## config.mk

```make
export PLATFORM = sky130hd
export DESIGN_NAME = date_time_field_editor_core
export DESIGN_NICKNAME = d
export VERILOG_FILES = /design/src/design/dtfe_pkg.sv /design/src/design/dtfe_next.sv /design/src/design/date_time_field_editor_core.sv
export SDC_FILE = /design/constraint.sdc
export NUM_CORES = 1
export LEC_CHECK = 0
export ABC_AREA = 1
export BUFFER_PORTS_ARGS = -buffer_cell sky130_fd_sc_hd__buf_4
export CAP_MARGIN = 10
export CORE_ASPECT_RATIO = 1.5
export CORE_MARGIN = 2
export CORE_UTILIZATION = 58
export CTS_BUF_LIST = sky130_fd_sc_hd__clkbuf_4 sky130_fd_sc_hd__clkbuf_8
export DETAILED_ROUTE_END_ITERATION = 7
export GPL_TIMING_DRIVEN = 0
export PLACE_DENSITY = 0.82
export SLEW_MARGIN = 25
export SYNTH_ARGS = -nofsm -noshare
export SYNTH_HDL_FRONTEND = slang
export SYNTH_SLANG_ARGS = --single-unit
```

## constraint.sdc

```tcl
create_clock -name i_clk -period 21.8 [get_ports i_clk]
set_input_delay 0 -clock i_clk [delete_from_list [all_inputs] [get_ports i_clk]]
set_output_delay 0 -clock i_clk [all_outputs]
set_load 0.01 [all_outputs]
```

## src/design/dtfe_pkg.sv

```systemverilog
package dtfe_pkg;

    // Command codes carried in the mode field
    localparam logic [2:0] MODE_NEXT       = 3'd0;
    localparam logic [2:0] MODE_UP         = 3'd1;
    localparam logic [2:0] MODE_DOWN       = 3'd2;
    localparam logic [2:0] MODE_NAMED_UP   = 3'd3;
    localparam logic [2:0] MODE_NAMED_DOWN = 3'd4;
    localparam logic [2:0] MODE_LOAD       = 3'd5;

    // Field codes, shared by the field input and the cursor
    localparam logic [2:0] FLD_YEAR   = 3'd0;
    localparam logic [2:0] FLD_MONTH  = 3'd1;
    localparam logic [2:0] FLD_DAY    = 3'd2;
    localparam logic [2:0] FLD_HOUR   = 3'd3;
    localparam logic [2:0] FLD_MINUTE = 3'd4;
    localparam logic [2:0] FLD_SECOND = 3'd5;

    // Configuration register indexes
    localparam logic [0:0] CFG_YEAR_FIRST = 1'b0;
    localparam logic [0:0] CFG_YEAR_LAST  = 1'b1;

    localparam logic [13:0] YEAR_FIRST_RST = 14'd2012;
    localparam logic [13:0] YEAR_LAST_RST  = 14'd2049;
    localparam logic [4:0]  HOUR_MAX       = 5'd23;
    localparam logic [5:0]  MINSEC_MAX     = 6'd59;

    typedef struct packed {
        logic [2:0]  mode;
        logic [2:0]  field;
        logic [13:0] load_year;
        logic [3:0]  load_month;
        logic [4:0]  load_day;
        logic [4:0]  load_hour;
        logic [5:0]  load_minute;
        logic [5:0]  load_second;
    } t_in_word;

    typedef struct packed {
        logic [13:0] year_out;
        logic [3:0]  month_out;
        logic [4:0]  day_out;
        logic [4:0]  hour_out;
        logic [5:0]  minute_out;
        logic [5:0]  second_out;
        logic [2:0]  cursor_out;
    } t_out_word;

    typedef struct packed {
        logic [13:0] year;
        logic [3:0]  month;
        logic [4:0]  day;
        logic [4:0]  hour;
        logic [5:0]  minute;
        logic [5:0]  second;
        logic [2:0]  cursor;
    } t_dt_state;

    // Gregorian leap test; y / 100 by reciprocal multiply (exact below 43699)
    function automatic logic is_leap(input logic [13:0] y);
        logic [26:0] prod;
        logic [7:0]  q;
        logic [13:0] q100;
        logic        div100;
        prod   = 27'(y) * 27'd5243;
        q      = prod[26:19];
        q100   = (14'(q) << 6) + (14'(q) << 5) + (14'(q) << 2);
        div100 = (q100 == y);
        return ((y[1:0] == 2'b00) && !div100) || (div100 && (q[1:0] == 2'b00));
    endfunction

    function automatic logic [4:0] month_len(input logic [13:0] y, input logic [3:0] m);
        logic [4:0] len;
        case (m)
            4'd2:                      len = is_leap(y) ? 5'd29 : 5'd28;
            4'd4, 4'd6, 4'd9, 4'd11:   len = 5'd30;
            default:                   len = 5'd31;
        endcase
        return len;
    endfunction

    // Step by one and wrap; the low-end test comes first
    function automatic logic [13:0] wrap_step(
        input logic [13:0] val,
        input logic        up,
        input logic [13:0] lo,
        input logic [13:0] hi
    );
        logic signed [15:0] v;
        logic [13:0]        res;
        v = signed'({2'b00, val}) + (up ? 16'sd1 : -16'sd1);
        if (v < signed'({2'b00, lo})) begin
            res = hi;
        end else if (v > signed'({2'b00, hi})) begin
            res = lo;
        end else begin
            res = v[13:0];
        end
        return res;
    endfunction

endpackage

```

## src/design/dtfe_next.sv

```systemverilog
module dtfe_next (
    input  dtfe_pkg::t_dt_state i_state,
    input  dtfe_pkg::t_in_word  i_word,
    input  logic [13:0]         i_year_first,
    input  logic [13:0]         i_year_last,
    output dtfe_pkg::t_dt_state o_state
);

    logic       adj;
    logic       up;
    logic [2:0] sel;
    logic [4:0] len;

    always_comb begin
        o_state = i_state;
        adj     = 1'b0;
        up      = 1'b0;
        sel     = i_state.cursor;
        len     = 5'd31;

        unique case (i_word.mode) inside
            dtfe_pkg::MODE_NEXT: begin
                o_state.cursor = (i_state.cursor >= dtfe_pkg::FLD_SECOND) ?
                                 dtfe_pkg::FLD_YEAR : i_state.cursor + 3'd1;
            end
            dtfe_pkg::MODE_UP: begin
                adj = 1'b1;
                up  = 1'b1;
            end
            dtfe_pkg::MODE_DOWN: begin
                adj = 1'b1;
            end
            dtfe_pkg::MODE_NAMED_UP, dtfe_pkg::MODE_NAMED_DOWN: begin
                if (i_word.field <= dtfe_pkg::FLD_SECOND) begin
                    o_state.cursor = i_word.field;
                    sel            = i_word.field;
                    adj            = 1'b1;
                    up             = (i_word.mode == dtfe_pkg::MODE_NAMED_UP);
                end
            end
            dtfe_pkg::MODE_LOAD: begin
                o_state.year   = i_word.load_year;
                o_state.month  = i_word.load_month;
                o_state.day    = i_word.load_day;
                o_state.hour   = i_word.load_hour;
                o_state.minute = i_word.load_minute;
                o_state.second = i_word.load_second;
                o_state.cursor = dtfe_pkg::FLD_YEAR;
            end
            default: begin
            end
        endcase

        if (adj) begin
            case (sel)
                dtfe_pkg::FLD_YEAR: begin
                    o_state.year = dtfe_pkg::wrap_step(i_state.year, up,
                                                       i_year_first, i_year_last);
                    len = dtfe_pkg::month_len(o_state.year, i_state.month);
                    if (i_state.day > len) begin
                        o_state.day = len;
                    end
                end
                dtfe_pkg::FLD_MONTH: begin
                    o_state.month = 4'(dtfe_pkg::wrap_step(14'(i_state.month), up,
                                                           14'd1, 14'd12));
                    len = dtfe_pkg::month_len(i_state.year, o_state.month);
                    if (i_state.day > len) begin
                        o_state.day = len;
                    end
                end
                dtfe_pkg::FLD_DAY: begin
                    len = dtfe_pkg::month_len(i_state.year, i_state.month);
                    o_state.day = 5'(dtfe_pkg::wrap_step(14'(i_state.day), up,
                                                         14'd1, 14'(len)));
                end
                dtfe_pkg::FLD_HOUR: begin
                    o_state.hour = 5'(dtfe_pkg::wrap_step(14'(i_state.hour), up,
                                      14'd0, 14'(dtfe_pkg::HOUR_MAX)));
                end
                dtfe_pkg::FLD_MINUTE: begin
                    o_state.minute = 6'(dtfe_pkg::wrap_step(14'(i_state.minute), up,
                                        14'd0, 14'(dtfe_pkg::MINSEC_MAX)));
                end
                dtfe_pkg::FLD_SECOND: begin
                    o_state.second = 6'(dtfe_pkg::wrap_step(14'(i_state.second), up,
                                        14'd0, 14'(dtfe_pkg::MINSEC_MAX)));
                end
                default: begin
                end
            endcase
        end
    end

endmodule

```

## src/design/date_time_field_editor_core.sv

```systemverilog
// A word accepted into the input register moves into the result register when that
// register is empty or drains. Throughput: one word per cycle unless the receiver
// stalls; the date/time state updates as a word moves from the input register into
// the result register, so the next word sees it.
// Reset (synchronous, active low): clears both valids, loads 2012-01-01 00:00:00
// with the cursor on the year, and year bounds 2012..2049.
module date_time_field_editor_core (
    input  logic                 i_clk,
    input  logic                 i_rst_n,
    input  logic                 i_in_valid,
    output logic                 o_in_stall,
    input  dtfe_pkg::t_in_word   i_in_word,
    output logic                 o_out_valid,
    input  logic                 i_out_stall,
    output dtfe_pkg::t_out_word  o_out_word,
    input  logic                 i_cfg_we,
    input  logic [0:0]           i_cfg_index,
    input  logic [13:0]          i_cfg_data
);

    logic                r_in_vld;
    dtfe_pkg::t_in_word  r_in;
    logic                r_out_vld;
    dtfe_pkg::t_out_word r_out;
    dtfe_pkg::t_dt_state r_state;
    dtfe_pkg::t_dt_state n_state;
    logic [13:0]         r_year_first;
    logic [13:0]         r_year_last;
    logic                adv;
    logic                in_acc;

    // Advance the held word whenever the result register is empty or drains now
    assign adv        = r_in_vld && (!r_out_vld || !i_out_stall);
    // Stall only when a word is held that cannot move on
    assign o_in_stall = r_in_vld && !adv;
    assign in_acc     = i_in_valid && !o_in_stall;

    dtfe_next u_next (
        .i_state      (r_state),
        .i_word       (r_in),
        .i_year_first (r_year_first),
        .i_year_last  (r_year_last),
        .o_state      (n_state)
    );

    // Control, date/time state and configuration
    always_ff @(posedge i_clk) begin
        if (!i_rst_n) begin
            r_in_vld       <= 1'b0;
            r_out_vld      <= 1'b0;
            r_year_first   <= dtfe_pkg::YEAR_FIRST_RST;
            r_year_last    <= dtfe_pkg::YEAR_LAST_RST;
            r_state.year   <= dtfe_pkg::YEAR_FIRST_RST;
            r_state.month  <= 4'd1;
            r_state.day    <= 5'd1;
            r_state.hour   <= 5'd0;
            r_state.minute <= 6'd0;
            r_state.second <= 6'd0;
            r_state.cursor <= dtfe_pkg::FLD_YEAR;
        end else begin
            if (i_cfg_we) begin
                unique case (i_cfg_index)
                    dtfe_pkg::CFG_YEAR_FIRST: r_year_first <= i_cfg_data;
                    dtfe_pkg::CFG_YEAR_LAST:  r_year_last  <= i_cfg_data;
                    default: begin
                    end
                endcase
            end
            if (in_acc) begin
                r_in_vld <= 1'b1;
            end else if (adv) begin
                r_in_vld <= 1'b0;
            end
            if (adv) begin
                r_state   <= n_state;
                r_out_vld <= 1'b1;
            end else if (!i_out_stall) begin
                r_out_vld <= 1'b0;
            end
        end
    end

    // Payload: hold while stalled
    always_ff @(posedge i_clk) begin
        if (in_acc) begin
            r_in <= i_in_word;
        end
        if (adv) begin
            r_out.year_out   <= n_state.year;
            r_out.month_out  <= n_state.month;
            r_out.day_out    <= n_state.day;
            r_out.hour_out   <= n_state.hour;
            r_out.minute_out <= n_state.minute;
            r_out.second_out <= n_state.second;
            r_out.cursor_out <= n_state.cursor;
        end
    end

    assign o_out_valid = r_out_vld;
    assign o_out_word  = r_out;

`ifndef SYNTHESIS
    a_cursor_range: assert property (@(posedge i_clk) disable iff (!i_rst_n)
        r_state.cursor <= dtfe_pkg::FLD_SECOND)
        else $error("cursor left the field range");

    a_held_word: assert property (@(posedge i_clk) disable iff (!i_rst_n)
        r_in_vld && !adv |=> r_in_vld && $stable(r_in))
        else $error("held input word lost or changed");

    a_adv_fills_out: assert property (@(posedge i_clk) disable iff (!i_rst_n)
        adv |=> r_out_vld)
        else $error("advanced word did not reach the result register");

    a_load_cursor: assert property (@(posedge i_clk) disable iff (!i_rst_n)
        adv && r_in.mode == dtfe_pkg::MODE_LOAD |=> r_state.cursor == dtfe_pkg::FLD_YEAR)
        else $error("load did not return the cursor to the year");

    a_month_step: assert property (@(posedge i_clk) disable iff (!i_rst_n)
        adv && r_in.mode == dtfe_pkg::MODE_NAMED_UP && r_in.field == dtfe_pkg::FLD_MONTH
        |=> r_state.month >= 4'd1 && r_state.month <= 4'd12)
        else $error("month step left 1..12");
`endif

endmodule

```

==> results.sh <==
export IMPL_run_status="completed"
export IMPL_grt_antenna_before_repair=0
export IMPL_die_height_um=222
export IMPL_critPathMaxStageDelay_ns=0.64
export IMPL_final_min_period_over_clock_period_pct=63.4
export IMPL_clk_latency_ns=0.50
export IMPL_grt_start_max_net_pins=70
export IMPL_antenna_violating_nets_post_route=0
export IMPL_gp_congestion=0.967
export IMPL_postSynthRegisterBits=162
export IMPL_placedCellCount=2781
export IMPL_worst_slew_pin_transition_ns=0.972
export IMPL_drv_slew=0
export IMPL_post_drt_wl_per_cell_um=18.2
export IMPL_synth_nets=2768
export IMPL_synth_cells=2259
export IMPL_required_ns=22.20
export IMPL_synth_seq_area_share_pct=22.4
export IMPL_port_buffer_count=110
export IMPL_final_critical_path_setup_slack_ns=7.98
export IMPL_synthArstFlopShare_pct=0
export IMPL_upper_clock_frequency_limit_mhz=72.3
export IMPL_dieWidth_um=150
export IMPL_gr_total_overflow=0
export IMPL_category_of_the_most_critical_setup_path="reg -> reg"
export IMPL_dr_iter_0_viols=1041
export IMPL_core_area_mm2=0.0315
export IMPL_worstSetupStartpoint="r_in[42]"
export IMPL_drt_first_pass_iters=5
export IMPL_mapped_cell_area_mm2=0.0184
export IMPL_worstRegToRegCells=76
export IMPL_vias_in_the_first_global_route=16821
export IMPL_finalNonFillerCells=2879
export IMPL_dr_total_vias=16288
export IMPL_grtUsageTotal_pct=32.2
export IMPL_critPathMaxFanout=69
export IMPL_cts_root_buffer="sky130_fd_sc_hd__clkbuf_8"
export IMPL_synth_enable_flop_cells=89
export IMPL_r2r_start="r_in[42]"
export IMPL_netlist_cell_type_count=57
export IMPL_antenna_cells_inserted=0
export IMPL_cp_start_kind="register"
export IMPL_boundaryPins=111
export IMPL_crit_path_end_kind="register"
export IMPL_setup_worst_path_end="r_state[22]"
export IMPL_clkSinkCount=162
export IMPL_cp_max_stage_cell="sky130_fd_sc_hd__buf_4"
export IMPL_area_growth_synth_to_final_pct=13.3
export IMPL_cts_buffers_inserted=17
export IMPL_unrepaired_setup_endpoints_after_global_routing="no"
export IMPL_slew_headroom_pct=35.2
export IMPL_worst_r2r_setup_slack_ns=7.98
export IMPL_worst_clock_skew_ns=0.0163
export IMPL_final_nets=2965
export IMPL_dp_slack_ns=8.10
export IMPL_synth_warning_count=0
export IMPL_cap_viol_max_count=0
export IMPL_tritoncts_clock_tree="done"
export IMPL_final_setup_viol_count=0
export IMPL_type_of_the_tightest_min_delay_check="in -> reg"
export IMPL_floorplan_initialDensity_pct=58.5
export IMPL_worst_setup_hold_path_clk_slew_ns=0.10
export IMPL_finalSetupTns_ns=0
export IMPL_final_hold_violation_count=0
export IMPL_post_route_cells_drive_above_1_share_pct=8.14
export IMPL_post_route_drc_count=0
export IMPL_global_route_wire_length_before_repair_mm=83.3
export IMPL_dp_final_hpwl_mm=41.5
export IMPL_crit_reg2reg_capture="r_state[22]"
export IMPL_via_per_inst=5.66
export IMPL_worst_path_most_repeated_cell="sky130_fd_sc_hd__nand2_1"
export IMPL_finalCriticalPeriod_ns=13.82
export IMPL_post_cts_resized=0
export IMPL_cts_root_to_sink_buffers=2
export IMPL_synth_avg_cell_area_um2=8.16
export IMPL_cts_max_level=4
export IMPL_synthFlopType="sky130_fd_sc_hd__edfxtp_1"
export IMPL_final_routed_wirelength_mm=52.5
export IMPL_floorplan_die_area_mm2=0.0333
export IMPL_std_cell_rows=80
export IMPL_cp_data_arrival_time_ns=14.22
cell usage after synthesis (13+ instances only):
cell                       number  area (um2)
sky130_fd_sc_hd__nor2_1       113         424
sky130_fd_sc_hd__a21oi_1      170         851
sky130_fd_sc_hd__o211ai_1      17         128
sky130_fd_sc_hd__dfxtp_1       73        1460
sky130_fd_sc_hd__xor2_1        47         412
sky130_fd_sc_hd__edfxtp_1      89        2670
sky130_fd_sc_hd__xnor2_1       23         201
sky130_fd_sc_hd__fa_1         133        2660
sky130_fd_sc_hd__ha_1         310        3880
sky130_fd_sc_hd__nand3_1       98         490
sky130_fd_sc_hd__a211oi_1      13        97.6
sky130_fd_sc_hd__o21ai_0      128         641
sky130_fd_sc_hd__nand2_1      363        1360
sky130_fd_sc_hd__clkbuf_1      28         105
sky130_fd_sc_hd__nand4_1       19         119
sky130_fd_sc_hd__nor3_1        17        85.1
sky130_fd_sc_hd__inv_1        479        1800
layout by cell type (no fill, tap or decap), types with 6 or more instances in the layout:
cell	synthesis	final
sky130_fd_sc_hd__inv_1	479	478
sky130_fd_sc_hd__o31ai_1	6	6
sky130_fd_sc_hd__buf_4	1	112
sky130_fd_sc_hd__o21ai_0	128	128
sky130_fd_sc_hd__ha_1	310	310
sky130_fd_sc_hd__a21oi_1	170	170
sky130_fd_sc_hd__dlygate4sd3_1	0	66
sky130_fd_sc_hd__nand2_2	10	10
sky130_fd_sc_hd__xnor2_1	23	23
sky130_fd_sc_hd__o21a_1	7	7
sky130_fd_sc_hd__xor2_1	47	47
sky130_fd_sc_hd__o21bai_1	8	8
sky130_fd_sc_hd__nand4_1	19	19
sky130_fd_sc_hd__nand3_1	98	98
sky130_fd_sc_hd__a22oi_1	6	6
sky130_fd_sc_hd__clkbuf_1	28	27
sky130_fd_sc_hd__a31oi_1	7	7
sky130_fd_sc_hd__clkbuf_8	0	17
sky130_fd_sc_hd__buf_6	6	6
sky130_fd_sc_hd__nor3_1	17	16
sky130_fd_sc_hd__a21o_1	8	8
sky130_fd_sc_hd__nor2_1	113	113
sky130_fd_sc_hd__or2_2	6	6
sky130_fd_sc_hd__nand3b_1	9	9
sky130_fd_sc_hd__edfxtp_1	89	89
sky130_fd_sc_hd__nand2_1	363	363
sky130_fd_sc_hd__a211oi_1	13	13
sky130_fd_sc_hd__inv_2	6	7
sky130_fd_sc_hd__o211ai_1	17	17
sky130_fd_sc_hd__fa_1	133	133
sky130_fd_sc_hd__dfxtp_1	73	73
worst max-delay path: cells and delay by family (launching register included):
kind	cells	cell delay (ns)
buffers and inverters	10	1.47
and+or+nand+nor	35	3.49
AOI/OAI and AO/OA	16	2.92
xor gates and xnor gates	4	1.12
adders and majority gates	11	4.33
DFF	1	0.38
through the flow:
step	hold slack, ns	cell area, um2	utilization (%)
6_report	0.220	20900	66.3
5_1_grt	0.211	20900	66.3
4_1_cts	0.198	20900	66.2
3_5_place_dp	0.179	19800	62.9
3_3_place_gp	0.179	19800	62.7
2_1_floorplan	0.0989	18400	-
final cells by class:
| class | instances | area (um2) |
|---|---|---|
| fillers | 2538 | 10600 |
| inverters | 487 | 1830 |
| flip-flops and latches | 162 | 4130 |
| clock buffers | 17 | 234 |
| multi-input cells | 1570 | 12300 |
| clock inverters | 15 | 158 |
| plain buffers | 40 | 209 |
| repair buffers | 178 | 1530 |
| well taps | 410 | 513 |
what timing repair did:
item                                   CTS  global route
buffers inserted                         0             0
endpoints found under the hold margin   79             0
hold buffers                            66             0
sequential cells by signal, summed over array words and instances, names as in the netlist:
register      cells
r_in             46
r_state          43
r_in_vld          1
o_out_valid       1
r_year_last      14
r_year_first     14
o_out_word       43
cells by family after synthesis:
kind of cell,count (synthesis),share of synthesized area (%)
compound gates,401,12.4
fa+ha+maj,443,35.5
xor+xnor,70,3.32
buf+inv,527,11.0
simple gates,656,15.4
flops,162,22.4
worst min path at each step:
stage	start	to	slack, ns	depth (start not counted)
6_report	i_in_word[5]	r_in[5]	0.22	2
5_1_grt	i_in_word[5]	r_in[5]	0.21	2
4_1_cts	i_in_word[16]	r_in[16]	0.20	2
3_5_place_dp	i_in_word[12]	r_in[12]	0.18	1
3_3_place_gp	i_in_word[42]	r_in[42]	0.18	1
2_1_floorplan	i_in_word[0]	r_in[0]	0.1	0
metal layers:
metal	wire length, um	GRT usage, %
met2	26800	57.8
met3	3120	4.33
met5	0	0
met4	3830	21.1
met1	18700	34.9
Power is left out: the tool's default activity adds up to more than one toggle a clock period on the data nets, which glitch-free logic cannot reach.
